<file path="src/sv/tsps_pkg.sv">
// Shared constants, command codes and register map for the packet segmenter.
package tsps_pkg;

  localparam int PAYLOAD_BYTES = 1024;
  localparam int LENGTH_BITS   = 24;

  // Region lengths and positions keep the low bits of the 24-bit registers.
  localparam int LEN_W   = (LENGTH_BITS < 24) ? LENGTH_BITS : 24;
  localparam int ROOM_W  = $clog2(PAYLOAD_BYTES + 1);
  localparam int CMP_W   = (LEN_W > ROOM_W) ? LEN_W : ROOM_W;

  localparam int START_W = 24;
  localparam int COUNT_W = 14;
  localparam int FRAME_W = 64;
  localparam int PKT_W   = 16;
  localparam int TAG_W   = 16;

  localparam int ADDR_W  = 5;
  localparam int DATA_W  = 32;

  typedef enum logic [1:0] {
    FUNC_START = 2'd0,
    FUNC_NEXT  = 2'd1,
    FUNC_SET   = 2'd2
  } func_t;

  typedef enum logic [2:0] {
    REG_ANALOG_LEN      = 3'd0,
    REG_DIGITAL_LEN     = 3'd1,
    REG_TRANSCEIVER_LEN = 3'd2,
    REG_MODULE_NUMBER   = 3'd3,
    REG_DETECTOR_KIND   = 3'd4
  } reg_index_t;

endpackage

</file>
<file path="src/sv/three_source_packet_segmenter_core.sv">
// Packet segmenter core: cuts a three-region frame into fixed-size payload descriptors.
//
//  channel | direction | signals                                        | beat
//  --------+-----------+------------------------------------------------+--------------------
//  in      | sink      | in_valid, in_ready, func, frame_value          | one command
//  out     | source    | out_valid, out_ready, frame_done .. detector_tag | one descriptor
//  cfg     | APB slave | psel, penable, pwrite, paddr, pwdata, prdata, pready | one register
//
//  A command is held in the input register while three chained
//  compare-and-subtract steps build the descriptor into the result register.
//  A full result register stalls only packet requests; start and set commands pass.
//  Otherwise one command per cycle passes, and out_valid is set with each descriptor.
//  Synchronous reset clears all positions, counters and configuration.
module three_source_packet_segmenter_core
  import tsps_pkg::*;
(
  input  logic                 clk,
  input  logic                 rst,

  input  logic                 in_valid,
  output logic                 in_ready,
  input  logic [1:0]           func,
  input  logic [FRAME_W-1:0]   frame_value,

  output logic                 out_valid,
  input  logic                 out_ready,
  output logic                 frame_done,
  output logic [FRAME_W-1:0]   frame_number,
  output logic [PKT_W-1:0]     packet_number,
  output logic [START_W-1:0]   analog_start,
  output logic [COUNT_W-1:0]   analog_count,
  output logic [START_W-1:0]   digital_start,
  output logic [COUNT_W-1:0]   digital_count,
  output logic [START_W-1:0]   transceiver_start,
  output logic [COUNT_W-1:0]   transceiver_count,
  output logic [COUNT_W-1:0]   pad_count,
  output logic [TAG_W-1:0]     module_tag,
  output logic [TAG_W-1:0]     detector_tag,

  input  logic                 psel,
  input  logic                 penable,
  input  logic                 pwrite,
  input  logic [ADDR_W-1:0]    paddr,
  input  logic [DATA_W-1:0]    pwdata,
  output logic [DATA_W-1:0]    prdata,
  output logic                 pready
);

  typedef struct packed {
    logic [ROOM_W-1:0] n;
    logic [LEN_W-1:0]  pos;
    logic [ROOM_W-1:0] room;
  } take_t;

  function automatic take_t take_bytes(input logic [LEN_W-1:0]  pos,
                                       input logic [LEN_W-1:0]  len,
                                       input logic [ROOM_W-1:0] room);
    take_t             r;
    logic [LEN_W-1:0]  left;
    left   = len - pos;
    r.n    = '0;
    r.pos  = pos;
    r.room = room;
    if (pos < len) begin
      if (CMP_W'(left) < CMP_W'(room)) begin
        r.n = ROOM_W'(left);
      end else begin
        r.n = room;
      end
      r.pos  = pos + LEN_W'(r.n);
      r.room = room - r.n;
    end
    return r;
  endfunction

  // configuration
  logic [LEN_W-1:0]   analog_length;
  logic [LEN_W-1:0]   digital_length;
  logic [LEN_W-1:0]   transceiver_length;
  logic [TAG_W-1:0]   module_number;
  logic [TAG_W-1:0]   detector_kind;

  // segmenter state
  logic [LEN_W-1:0]   analog_position;
  logic [LEN_W-1:0]   digital_position;
  logic [LEN_W-1:0]   transceiver_position;
  logic [PKT_W-1:0]   packet_counter;
  logic [FRAME_W-1:0] frame_counter;

  // input register
  logic               s1_valid;
  logic [1:0]         s1_func;
  logic [FRAME_W-1:0] s1_frame_value;

  logic               s1_fire;
  logic               cfg_write;
  reg_index_t         cfg_index;

  logic               at_end;
  logic               at_start;
  logic [FRAME_W-1:0] frame_counter_next;
  logic [PKT_W-1:0]   packet_counter_next;
  take_t              take_a;
  take_t              take_d;
  take_t              take_t3;

  assign pready    = 1'b1;
  assign cfg_write = psel && penable && pwrite && pready;
  assign cfg_index = reg_index_t'(paddr[ADDR_W-1:2]);

  always_comb begin
    unique case (cfg_index)
      REG_ANALOG_LEN:      prdata = DATA_W'(analog_length);
      REG_DIGITAL_LEN:     prdata = DATA_W'(digital_length);
      REG_TRANSCEIVER_LEN: prdata = DATA_W'(transceiver_length);
      REG_MODULE_NUMBER:   prdata = DATA_W'(module_number);
      REG_DETECTOR_KIND:   prdata = DATA_W'(detector_kind);
      default:             prdata = '0;
    endcase
  end

  // A packet request needs a free result slot; other commands never wait.
  assign s1_fire  = s1_valid && ((s1_func != FUNC_NEXT) || !out_valid || out_ready);
  assign in_ready = !s1_valid || s1_fire;

  assign at_end   = (analog_position >= analog_length) &&
                    (digital_position >= digital_length) &&
                    (transceiver_position >= transceiver_length);
  assign at_start = (analog_position == '0) && (digital_position == '0) &&
                    (transceiver_position == '0);

  always_comb begin
    if (at_start) begin
      frame_counter_next  = frame_counter + FRAME_W'(1);
      packet_counter_next = '0;
    end else begin
      frame_counter_next  = frame_counter;
      packet_counter_next = packet_counter + PKT_W'(1);
    end
    take_a  = take_bytes(analog_position, analog_length, ROOM_W'(PAYLOAD_BYTES));
    take_d  = take_bytes(digital_position, digital_length, take_a.room);
    take_t3 = take_bytes(transceiver_position, transceiver_length, take_d.room);
  end

  always_ff @(posedge clk) begin
    if (rst) begin
      analog_length        <= '0;
      digital_length       <= '0;
      transceiver_length   <= '0;
      module_number        <= '0;
      detector_kind        <= '0;
      analog_position      <= '0;
      digital_position     <= '0;
      transceiver_position <= '0;
      packet_counter       <= '0;
      frame_counter        <= '0;
      s1_valid             <= 1'b0;
      out_valid            <= 1'b0;
    end else begin
      if (cfg_write) begin
        unique case (cfg_index)
          REG_ANALOG_LEN:      analog_length      <= pwdata[LEN_W-1:0];
          REG_DIGITAL_LEN:     digital_length     <= pwdata[LEN_W-1:0];
          REG_TRANSCEIVER_LEN: transceiver_length <= pwdata[LEN_W-1:0];
          REG_MODULE_NUMBER:   module_number      <= pwdata[TAG_W-1:0];
          REG_DETECTOR_KIND:   detector_kind      <= pwdata[TAG_W-1:0];
          default: ;
        endcase
      end

      if (in_valid && in_ready) begin
        s1_valid       <= 1'b1;
        s1_func        <= func;
        s1_frame_value <= frame_value;
      end else if (s1_fire) begin
        s1_valid <= 1'b0;
      end

      if (s1_fire && (s1_func == FUNC_NEXT)) begin
        out_valid <= 1'b1;
      end else if (out_ready) begin
        out_valid <= 1'b0;
      end

      if (s1_fire) begin
        unique case (s1_func)
          FUNC_START: begin
            analog_position      <= '0;
            digital_position     <= '0;
            transceiver_position <= '0;
            frame_counter        <= '0;
          end
          FUNC_SET: begin
            // next frame start increments back to the requested value
            frame_counter <= s1_frame_value - FRAME_W'(1);
          end
          FUNC_NEXT: begin
            if (at_end) begin
              analog_position      <= '0;
              digital_position     <= '0;
              transceiver_position <= '0;
              frame_done           <= 1'b1;
              frame_number         <= '0;
              packet_number        <= '0;
              analog_start         <= '0;
              analog_count         <= '0;
              digital_start        <= '0;
              digital_count        <= '0;
              transceiver_start    <= '0;
              transceiver_count    <= '0;
              pad_count            <= '0;
              module_tag           <= '0;
              detector_tag         <= '0;
            end else begin
              analog_position      <= take_a.pos;
              digital_position     <= take_d.pos;
              transceiver_position <= take_t3.pos;
              frame_counter        <= frame_counter_next;
              packet_counter       <= packet_counter_next;
              frame_done           <= 1'b0;
              frame_number         <= frame_counter_next;
              packet_number        <= packet_counter_next;
              analog_start         <= START_W'(analog_position);
              analog_count         <= COUNT_W'(take_a.n);
              digital_start        <= START_W'(digital_position);
              digital_count        <= COUNT_W'(take_d.n);
              transceiver_start    <= START_W'(transceiver_position);
              transceiver_count    <= COUNT_W'(take_t3.n);
              pad_count            <= COUNT_W'(take_t3.room);
              module_tag           <= module_number;
              detector_tag         <= detector_kind;
            end
          end
          default: ;
        endcase
      end
    end
  end

endmodule

</file>
<file path="config.mk">
export PLATFORM = sky130hd
export DESIGN_NAME = three_source_packet_segmenter_core
export DESIGN_NICKNAME = d
export VERILOG_FILES = /design/src/sv/tsps_pkg.sv /design/src/sv/three_source_packet_segmenter_core.sv
export SDC_FILE = /design/constraint.sdc
export NUM_CORES = 1
export LEC_CHECK = 0
export BUFFER_PORTS_ARGS = -buffer_cell sky130_fd_sc_hd__buf_2
export CORE_UTILIZATION = 35
export CTS_CLUSTER_DIAMETER = 50
export DETAILED_ROUTE_END_ITERATION = 7
export GPL_ROUTABILITY_DRIVEN = 1
export REMOVE_ABC_BUFFERS = 1
export SETUP_SLACK_MARGIN = 0.4
export SLEW_MARGIN = 5
export SYNTH_ARGS = -nofsm -noshare
export SYNTH_HDL_FRONTEND = slang
export SYNTH_SLANG_ARGS = --single-unit
export TNS_END_PERCENT = 50
</file>
<file path="constraint.sdc">
create_clock -name clk -period 25.3 [get_ports clk]
set_clock_uncertainty 0.15 [all_clocks]
set_input_delay 0 -clock clk [delete_from_list [all_inputs] [get_ports clk]]
set_output_delay 0 -clock clk [all_outputs]
set_load 0.02 [all_outputs]
</file>
; Yosys cells after proc, flatten, opt, wreduce, memory -nomap -nowiden
; Cells that the tools add are included.
[totals]
register_bits = 565
in_bits = 110
word_cells = 130
[op_classes]
n_addsub = 12
order_cmp = 9
n_eq_ne = 11
n_mux = 25
bitwise = 5
reduce_logical = 38
[op_table]
columns = op, n
row1 = 64-bit case mux with 3 select lines, 1
row2 = 24-bit case mux with 2 select lines, 3
row3 = 64-bit two-way mux, 2
row4 = 24-bit case mux with 5 select lines, 1
row5 = 35-bit two-way mux, 3
row6 = 24-bit by 11-bit adder with 24-bit output, 3
row7 = 24-bit greater-or-equal comparator, 3
row8 = 24-bit zero test, 3
row9 = 24-bit less-than comparator, 3
row10 = 24-bit two-way mux, 3
row11 = 24-bit subtractor, 3
row12 = 11-bit two-way mux, 6
row13 = "64-bit by 1-bit adder with 64-bit output, second input constant", 1
row14 = "64-bit by 1-bit subtractor with 64-bit output, second input constant", 1
row15 = 24-bit by 11-bit less-than comparator with 1-bit output, 2
row16 = "24-bit by 11-bit less-than comparator with 1-bit output, second input constant", 1
row17 = 11-bit subtractor, 2
row18 = 3-bit AND reduction, 6
row19 = "16-bit by 1-bit adder with 16-bit output, second input constant", 1
row20 = 16-bit two-way mux, 1
row21 = 2-bit AND reduction, 6
row22 = "11-bit subtractor, first input constant", 1
row23 = 1-bit logical AND, 9
row24 = "3-bit inequality test, second input constant", 3
row25 = 16 further kinds, 32

; Longest topological paths before layout
[logic_depth]
depth_word = 18
depth_mapped = 75
mapped_depth_nobuf = 70

; Least setup slack after synthesis
; Ideal clock, no wire load.
[synth_path]
path_kind = register -> register
start = reg analog_position[0]
end = reg pad_count[10], data pin
arrival_time_ns = 14.166
required_time_ns = 24.983
path_slack_ns = 10.817
stages_incl_launch_ff = 71
path_buffers = 5
period_less_slack_ns = 14.483
cell_sequence = dfxtp_1 ha_1 inv_1 fa_1 a21o_1 a221o_1 a21o_1 or4_1 nand4_1 nand4b_1 or3_1 buf_2 nor2_2 inv_2 buf_2 nor2_1 inv_2 ha_1 (+35 left out) nor4_1 o31ai_1 a21oi_2 buf_2 mux2i_1 ha_1 nor2b_1 o21ai_0 nand2b_1 a21o_1 a21o_1 and2_1 o41ai_1 nor3_1 a221o_1 a211oi_1 mux2i_1 a211oi_1
[synth_between]
elab_chain_len = 16
word_cells_on_any_way = 20
cone_classes = 4 x add/sub / 5 x order compare / 9 x mux / 2 x reduce/logical
[synth_rtl]
columns = item, line_no
row1 = "start, declared", three_source_packet_segmenter_core.sv:84  ; logic [LEN_W-1:0] analog_position;
row2 = "start signal, assigned", three_source_packet_segmenter_core.sv:215  ; analog_position <= take_a.pos;
row3 = 24-bit subtractor, three_source_packet_segmenter_core.sv:60  ; left = len - pos;
row4 = 24-bit by 11-bit less-than comparator with 1-bit output, three_source_packet_segmenter_core.sv:65  ; if (CMP_W'(left) < CMP_W'(room)) begin
row5 = 11-bit two-way mux, three_source_packet_segmenter_core.sv:65
row6 = 11-bit two-way mux, three_source_packet_segmenter_core.sv:64  ; if (pos < len) begin
row7 = 11-bit subtractor, three_source_packet_segmenter_core.sv:71  ; r.room = room - r.n;
row8 = 35-bit two-way mux, three_source_packet_segmenter_core.sv:64
row9 = 24-bit by 11-bit less-than comparator with 1-bit output, three_source_packet_segmenter_core.sv:65
row10 = 11-bit two-way mux, three_source_packet_segmenter_core.sv:65
row11 = 11-bit two-way mux, three_source_packet_segmenter_core.sv:64
row12 = 11-bit subtractor, three_source_packet_segmenter_core.sv:71
row13 = 35-bit two-way mux, three_source_packet_segmenter_core.sv:64
row14 = 24-bit by 11-bit less-than comparator with 1-bit output, three_source_packet_segmenter_core.sv:65
row15 = 11-bit two-way mux, three_source_packet_segmenter_core.sv:65
row16 = 11-bit two-way mux, three_source_packet_segmenter_core.sv:64
row17 = 11-bit subtractor, three_source_packet_segmenter_core.sv:71
row18 = 35-bit two-way mux, three_source_packet_segmenter_core.sv:64
row19 = "end signal, assigned", three_source_packet_segmenter_core.sv:229  ; pad_count <= COUNT_W'(take_t3.room);
row20 = "end, declared", three_source_packet_segmenter_core.sv:36  ; output logic [COUNT_W-1:0] pad_count,
; Several ways; a longest one is shown, not always the timed one. The select of a mux whose other input is x is not followed.
; A chain may end at the register's enable or synchronous reset.

; Worst setup path after layout
[layout_path]
start = reg analog_position[1]
end = reg transceiver_position[20]
[layout_between]
elab_chain_len = 18
word_cells_on_any_way = 24
cone_classes = 4 x add/sub / 5 x order compare / 1 x eq/ne / 11 x mux / 3 x reduce/logical
[layout_rtl]
columns = item, line_no
row1 = 24-bit subtractor, three_source_packet_segmenter_core.sv:60
row2 = 24-bit by 11-bit less-than comparator with 1-bit output, three_source_packet_segmenter_core.sv:65
row3 = 11-bit two-way mux, three_source_packet_segmenter_core.sv:65
row4 = 11-bit two-way mux, three_source_packet_segmenter_core.sv:64
row5 = 11-bit subtractor, three_source_packet_segmenter_core.sv:71
row6 = 35-bit two-way mux, three_source_packet_segmenter_core.sv:64
row7 = 24-bit by 11-bit less-than comparator with 1-bit output, three_source_packet_segmenter_core.sv:65
row8 = 11-bit two-way mux, three_source_packet_segmenter_core.sv:65
row9 = (+2 left out), n/a
row10 = 35-bit two-way mux, three_source_packet_segmenter_core.sv:64
row11 = 24-bit by 11-bit less-than comparator with 1-bit output, three_source_packet_segmenter_core.sv:65
row12 = 11-bit two-way mux, three_source_packet_segmenter_core.sv:65
row13 = 11-bit two-way mux, three_source_packet_segmenter_core.sv:64
row14 = 24-bit by 11-bit adder with 24-bit output, three_source_packet_segmenter_core.sv:70  ; r.pos = pos + LEN_W'(r.n);
row15 = 35-bit two-way mux, three_source_packet_segmenter_core.sv:64
row16 = 24-bit two-way mux, three_source_packet_segmenter_core.sv:198  ; if (at_end) begin
row17 = 24-bit case mux with 2 select lines, three_source_packet_segmenter_core.sv:186  ; unique case (s1_func)
row18 = "end signal, assigned", three_source_packet_segmenter_core.sv:217  ; transceiver_position <= take_t3.pos;
row19 = "end, declared", three_source_packet_segmenter_core.sv:86  ; logic [LEN_W-1:0] transceiver_position;
; Several ways; a longest one is shown, not always the timed one. The select of a mux whose other input is x is not followed.

==> results.yml <==
outcome:
  status: "finished clean"
worst_setup_path:
  startpoint_type: "register"
  cp.arrival_ps: 18720
  reg2reg_to: "transceiver_position[20]"
  crit_required_ps: 25710
  rrSetupSlack_ps: 6990
  slowest_delay_ps: 710
  end_kind: "register"
  r2r-start: "analog_position[1]"
  r2r_cells: 67
  cpMostUsedCell: "a21oi_1"
  critical_path_peak_fanout: 15
  cpMaxStageDelayCell: "a211oi_1"
  setup.worst_path.class: "register to register"
route:
  wl_per_cell_um: 21.2
  route.detailed.drc: 0
  routed_wl_um: 112000
  ant_nets: 0
  vias_per_cell: 5.39
  drtIter0Drc: 2522
  drt_pass1_iterations: 6
  via_count: 28300
synthesis:
  synth_flop_cell: "edfxtp_1"
  synthAdderAreaFrac_pct: 6.48
  yosys_warnings: 0
  yosysSeqAreaShare_pct: 44.4
  ys_async_sr_fraction_pct: 0
  avgSynthCellArea_um2: 8.90
  synthXorXnorAreaFrac_pct: 6.54
  synth_area_mm2: 0.0316
  synth-edff-count: 295
  synth-simple-area-share_pct: 20.6
  synth_compound_area_share_pct: 15.5
  synthCells: 3551
  synth_top_family_by_area: "simple AND/OR/NAND/NOR gates"
  synth_seq_cells: 553
  muxShareOfSynthArea_pct: 1.76
  synth_cell_types: 95
clocking:
  clkTransAtPathRegs_ps: 60
  postCtsSetupRepairBufs: 0
  cts_buffer_depth: 3
  cts-htree-levels: 3
  post_cts_resized: 0
  cts_tree: "built"
  cts_made_buffers: 85
  holdBufCountCts: 164
  clkLatencyLatePin_ps: 670
  root_buffer: "clkbuf_16"
  clock-sinks: 553
power_and_ir_drop:
  switching_share_pct: 28.6
  p_per_area_mw_per_mm2: 64.1
  vdd_drop_max_mv: 0.0616
  switchingPower_w: 0.000716
  pwr-share-comb_pct: 13.1
  p_leak_nw: 14.7
  p_clk_share_pct: 48.0
  seqPwrFrac_pct: 38.8
  finalPower_w: 0.00250
  internal_power_w: 0.00178
timing:
  whs_ps: 47.6
  hold_violations: 0
  max_slew_margin_pct: 22.6
  setup_viol: 0
  fin_crit_ps: 18310
  fin_crit_sh_pct: 72.4
  clock.fmax_ghz: 0.0546
  tightest_slew_ps: 1160
  maxSlewViolCount: 0
  fin_setup_tns_ps: 0
  setup_ws_ps: 6990
  rsz0062_at_grt: "false"
die:
  core-area_mm2: 0.0889
  ios: 386
  start_util_pct: 35.5
  rows: 109
  die_area_mm2: 0.0915
  die_h_um: 303
  chipWidth_um: 303
layout:
  final_layout_size_suffix_gt1_share_pct: 14.4
  multi_input_area_mm2: 0.0162
  final_util_pct: 43.9
  regArea_mm2: 0.0140
  final_cell_mix: "439 x nor2_1, 407 x nand2_1, 353 x buf_2"
  fillCellCount: 8689
  antenna-diode-count: 0
  area_growth_pct: 23.4
  nNetsFinal: 4286
  final_common_cell: "nor2_1"
min_path:
  hp-class: "primary input to register"
  min_from: "pwdata[11]"
  min_to: "digital_length[11]"
  holdPathStages: 4
placement:
  place_hpwl_um: 79900
  dp_slack_ps: 7450
  place_congestion: 0.945
  port_buffers: 354
run:
  maxCapViolations: 0
grt:
  antenna_found_initial: 0
  grt_pass1_wl_um: 166000
  grt_usage_pct: 23.9
  grt_overflow_total: 0
  first_global_vias: 26900
  grt_max_degree: 187
-- cell type report --
cell class                 instances  share of cell area (%)
sequential                       553                    35.9
clock inverter                    57                    1.73
clock buffer                     101                    5.76
timing repair buffer             550                    9.44
tap                             1165                    3.74
inverter                         180                    1.74
multi-input combinational       2648                    41.6
-- cells by family after synthesis --
| logic type | count (synthesis) |
|---|---|
| compound gates | 788 |
| xor+xnor | 236 |
| fa+ha+maj | 159 |
| buf+inv | 369 |
| flops | 553 |
| mux | 55 |
| other cells | 2 |
| simple gates | 1389 |
-- worst max path at each step --
stage	end	slack [ps]	start	cells after the start
3_3_place_gp	transceiver_position[18]	7580	analog_position[1]	67
2_1_floorplan	pad_count[10]	11020	analog_position[0]	66
4_1_cts	transceiver_position[20]	7320	analog_position[1]	67
5_1_grt	transceiver_position[20]	5610	analog_position[1]	67
3_5_place_dp	transceiver_position[20]	7450	analog_position[1]	67
6_report	transceiver_position[20]	6990	analog_position[1]	67
-- sequential cells by signal, indices dropped and copies added (netlist names), 16 cells and up --
name / count
frame_counter: 64
frame_number: 64
s1_frame_value: 64
analog_length: 24
analog_position: 24
analog_start: 24
digital_length: 24
digital_position: 24
digital_start: 24
transceiver_length: 24
transceiver_position: 24
transceiver_start: 24
detector_kind: 16
detector_tag: 16
module_number: 16
module_tag: 16
packet_counter: 16
packet_number: 16
-- routing by layer --
metal  global-route usage [%]  up-vias  share of wire [%]
met5                        0        -                  0
met4                     9.21        0                3.9
met3                     4.79      194                7.2
met2                     40.2     1019                 48
met1                     30.0    13600                 41
li1                         -    13500                  -
-- worst max-delay path: cells and delay by family (launching register included) --
| family | cells | cell delay, ps |
|---|---|---|
| AOI/OAI and AO/OA | 31 | 7410 |
| buffers and inverters | 6 | 880 |
| muxes | 1 | 440 |
| and+or+nand+nor | 22 | 6340 |
| adders and majority gates | 7 | 2360 |
| DFF | 1 | 590 |
-- cell usage after synthesis, types with 21 or more instances --
cell	number	share of area [%]
a21o_1	44	1.0
a21oi_1	311	4.9
a22oi_1	54	1.3
and2_1	71	1.4
and3_1	37	0.73
buf_4	21	0.50
clkbuf_1	148	1.8
dfxtp_1	258	16
edfxtp_1	295	28
ha_1	150	5.9
inv_1	175	2.1
mux2i_1	50	1.6
nand2_1	408	4.8
nand2b_1	23	0.46
nand3_1	105	1.7
nand4_1	36	0.71
nor2_1	440	5.2
nor2b_1	32	0.63
nor3_1	75	1.2
nor4_1	54	1.1
o21ai_0	142	2.2
o22ai_1	37	0.73
or3_1	28	0.55
xnor2_1	149	4.1
xor2_1	87	2.4
-- power by group through the flow --
stage | registers, W | logic [W] | clock network, W
floorplan | 0.000993 | 0.000180 | 0
global route | 0.000972 | 0.000355 | 0.00126
global placement | 0.000989 | 0.000306 | 0
detailed placement | 0.000989 | 0.000306 | 0
finish | 0.000971 | 0.000329 | 0.00120
CTS | 0.000970 | 0.000327 | 0.00123
-- metrics by stage --
stage               cells  area (um^2)
floorplan            3381        30900
global placement     4932        34500
detailed placement   4932        34500
CTS                  5254        39000
global route         5254        39000
finish               5254        39000
Note: power is estimated with default switching activity, not from simulation.
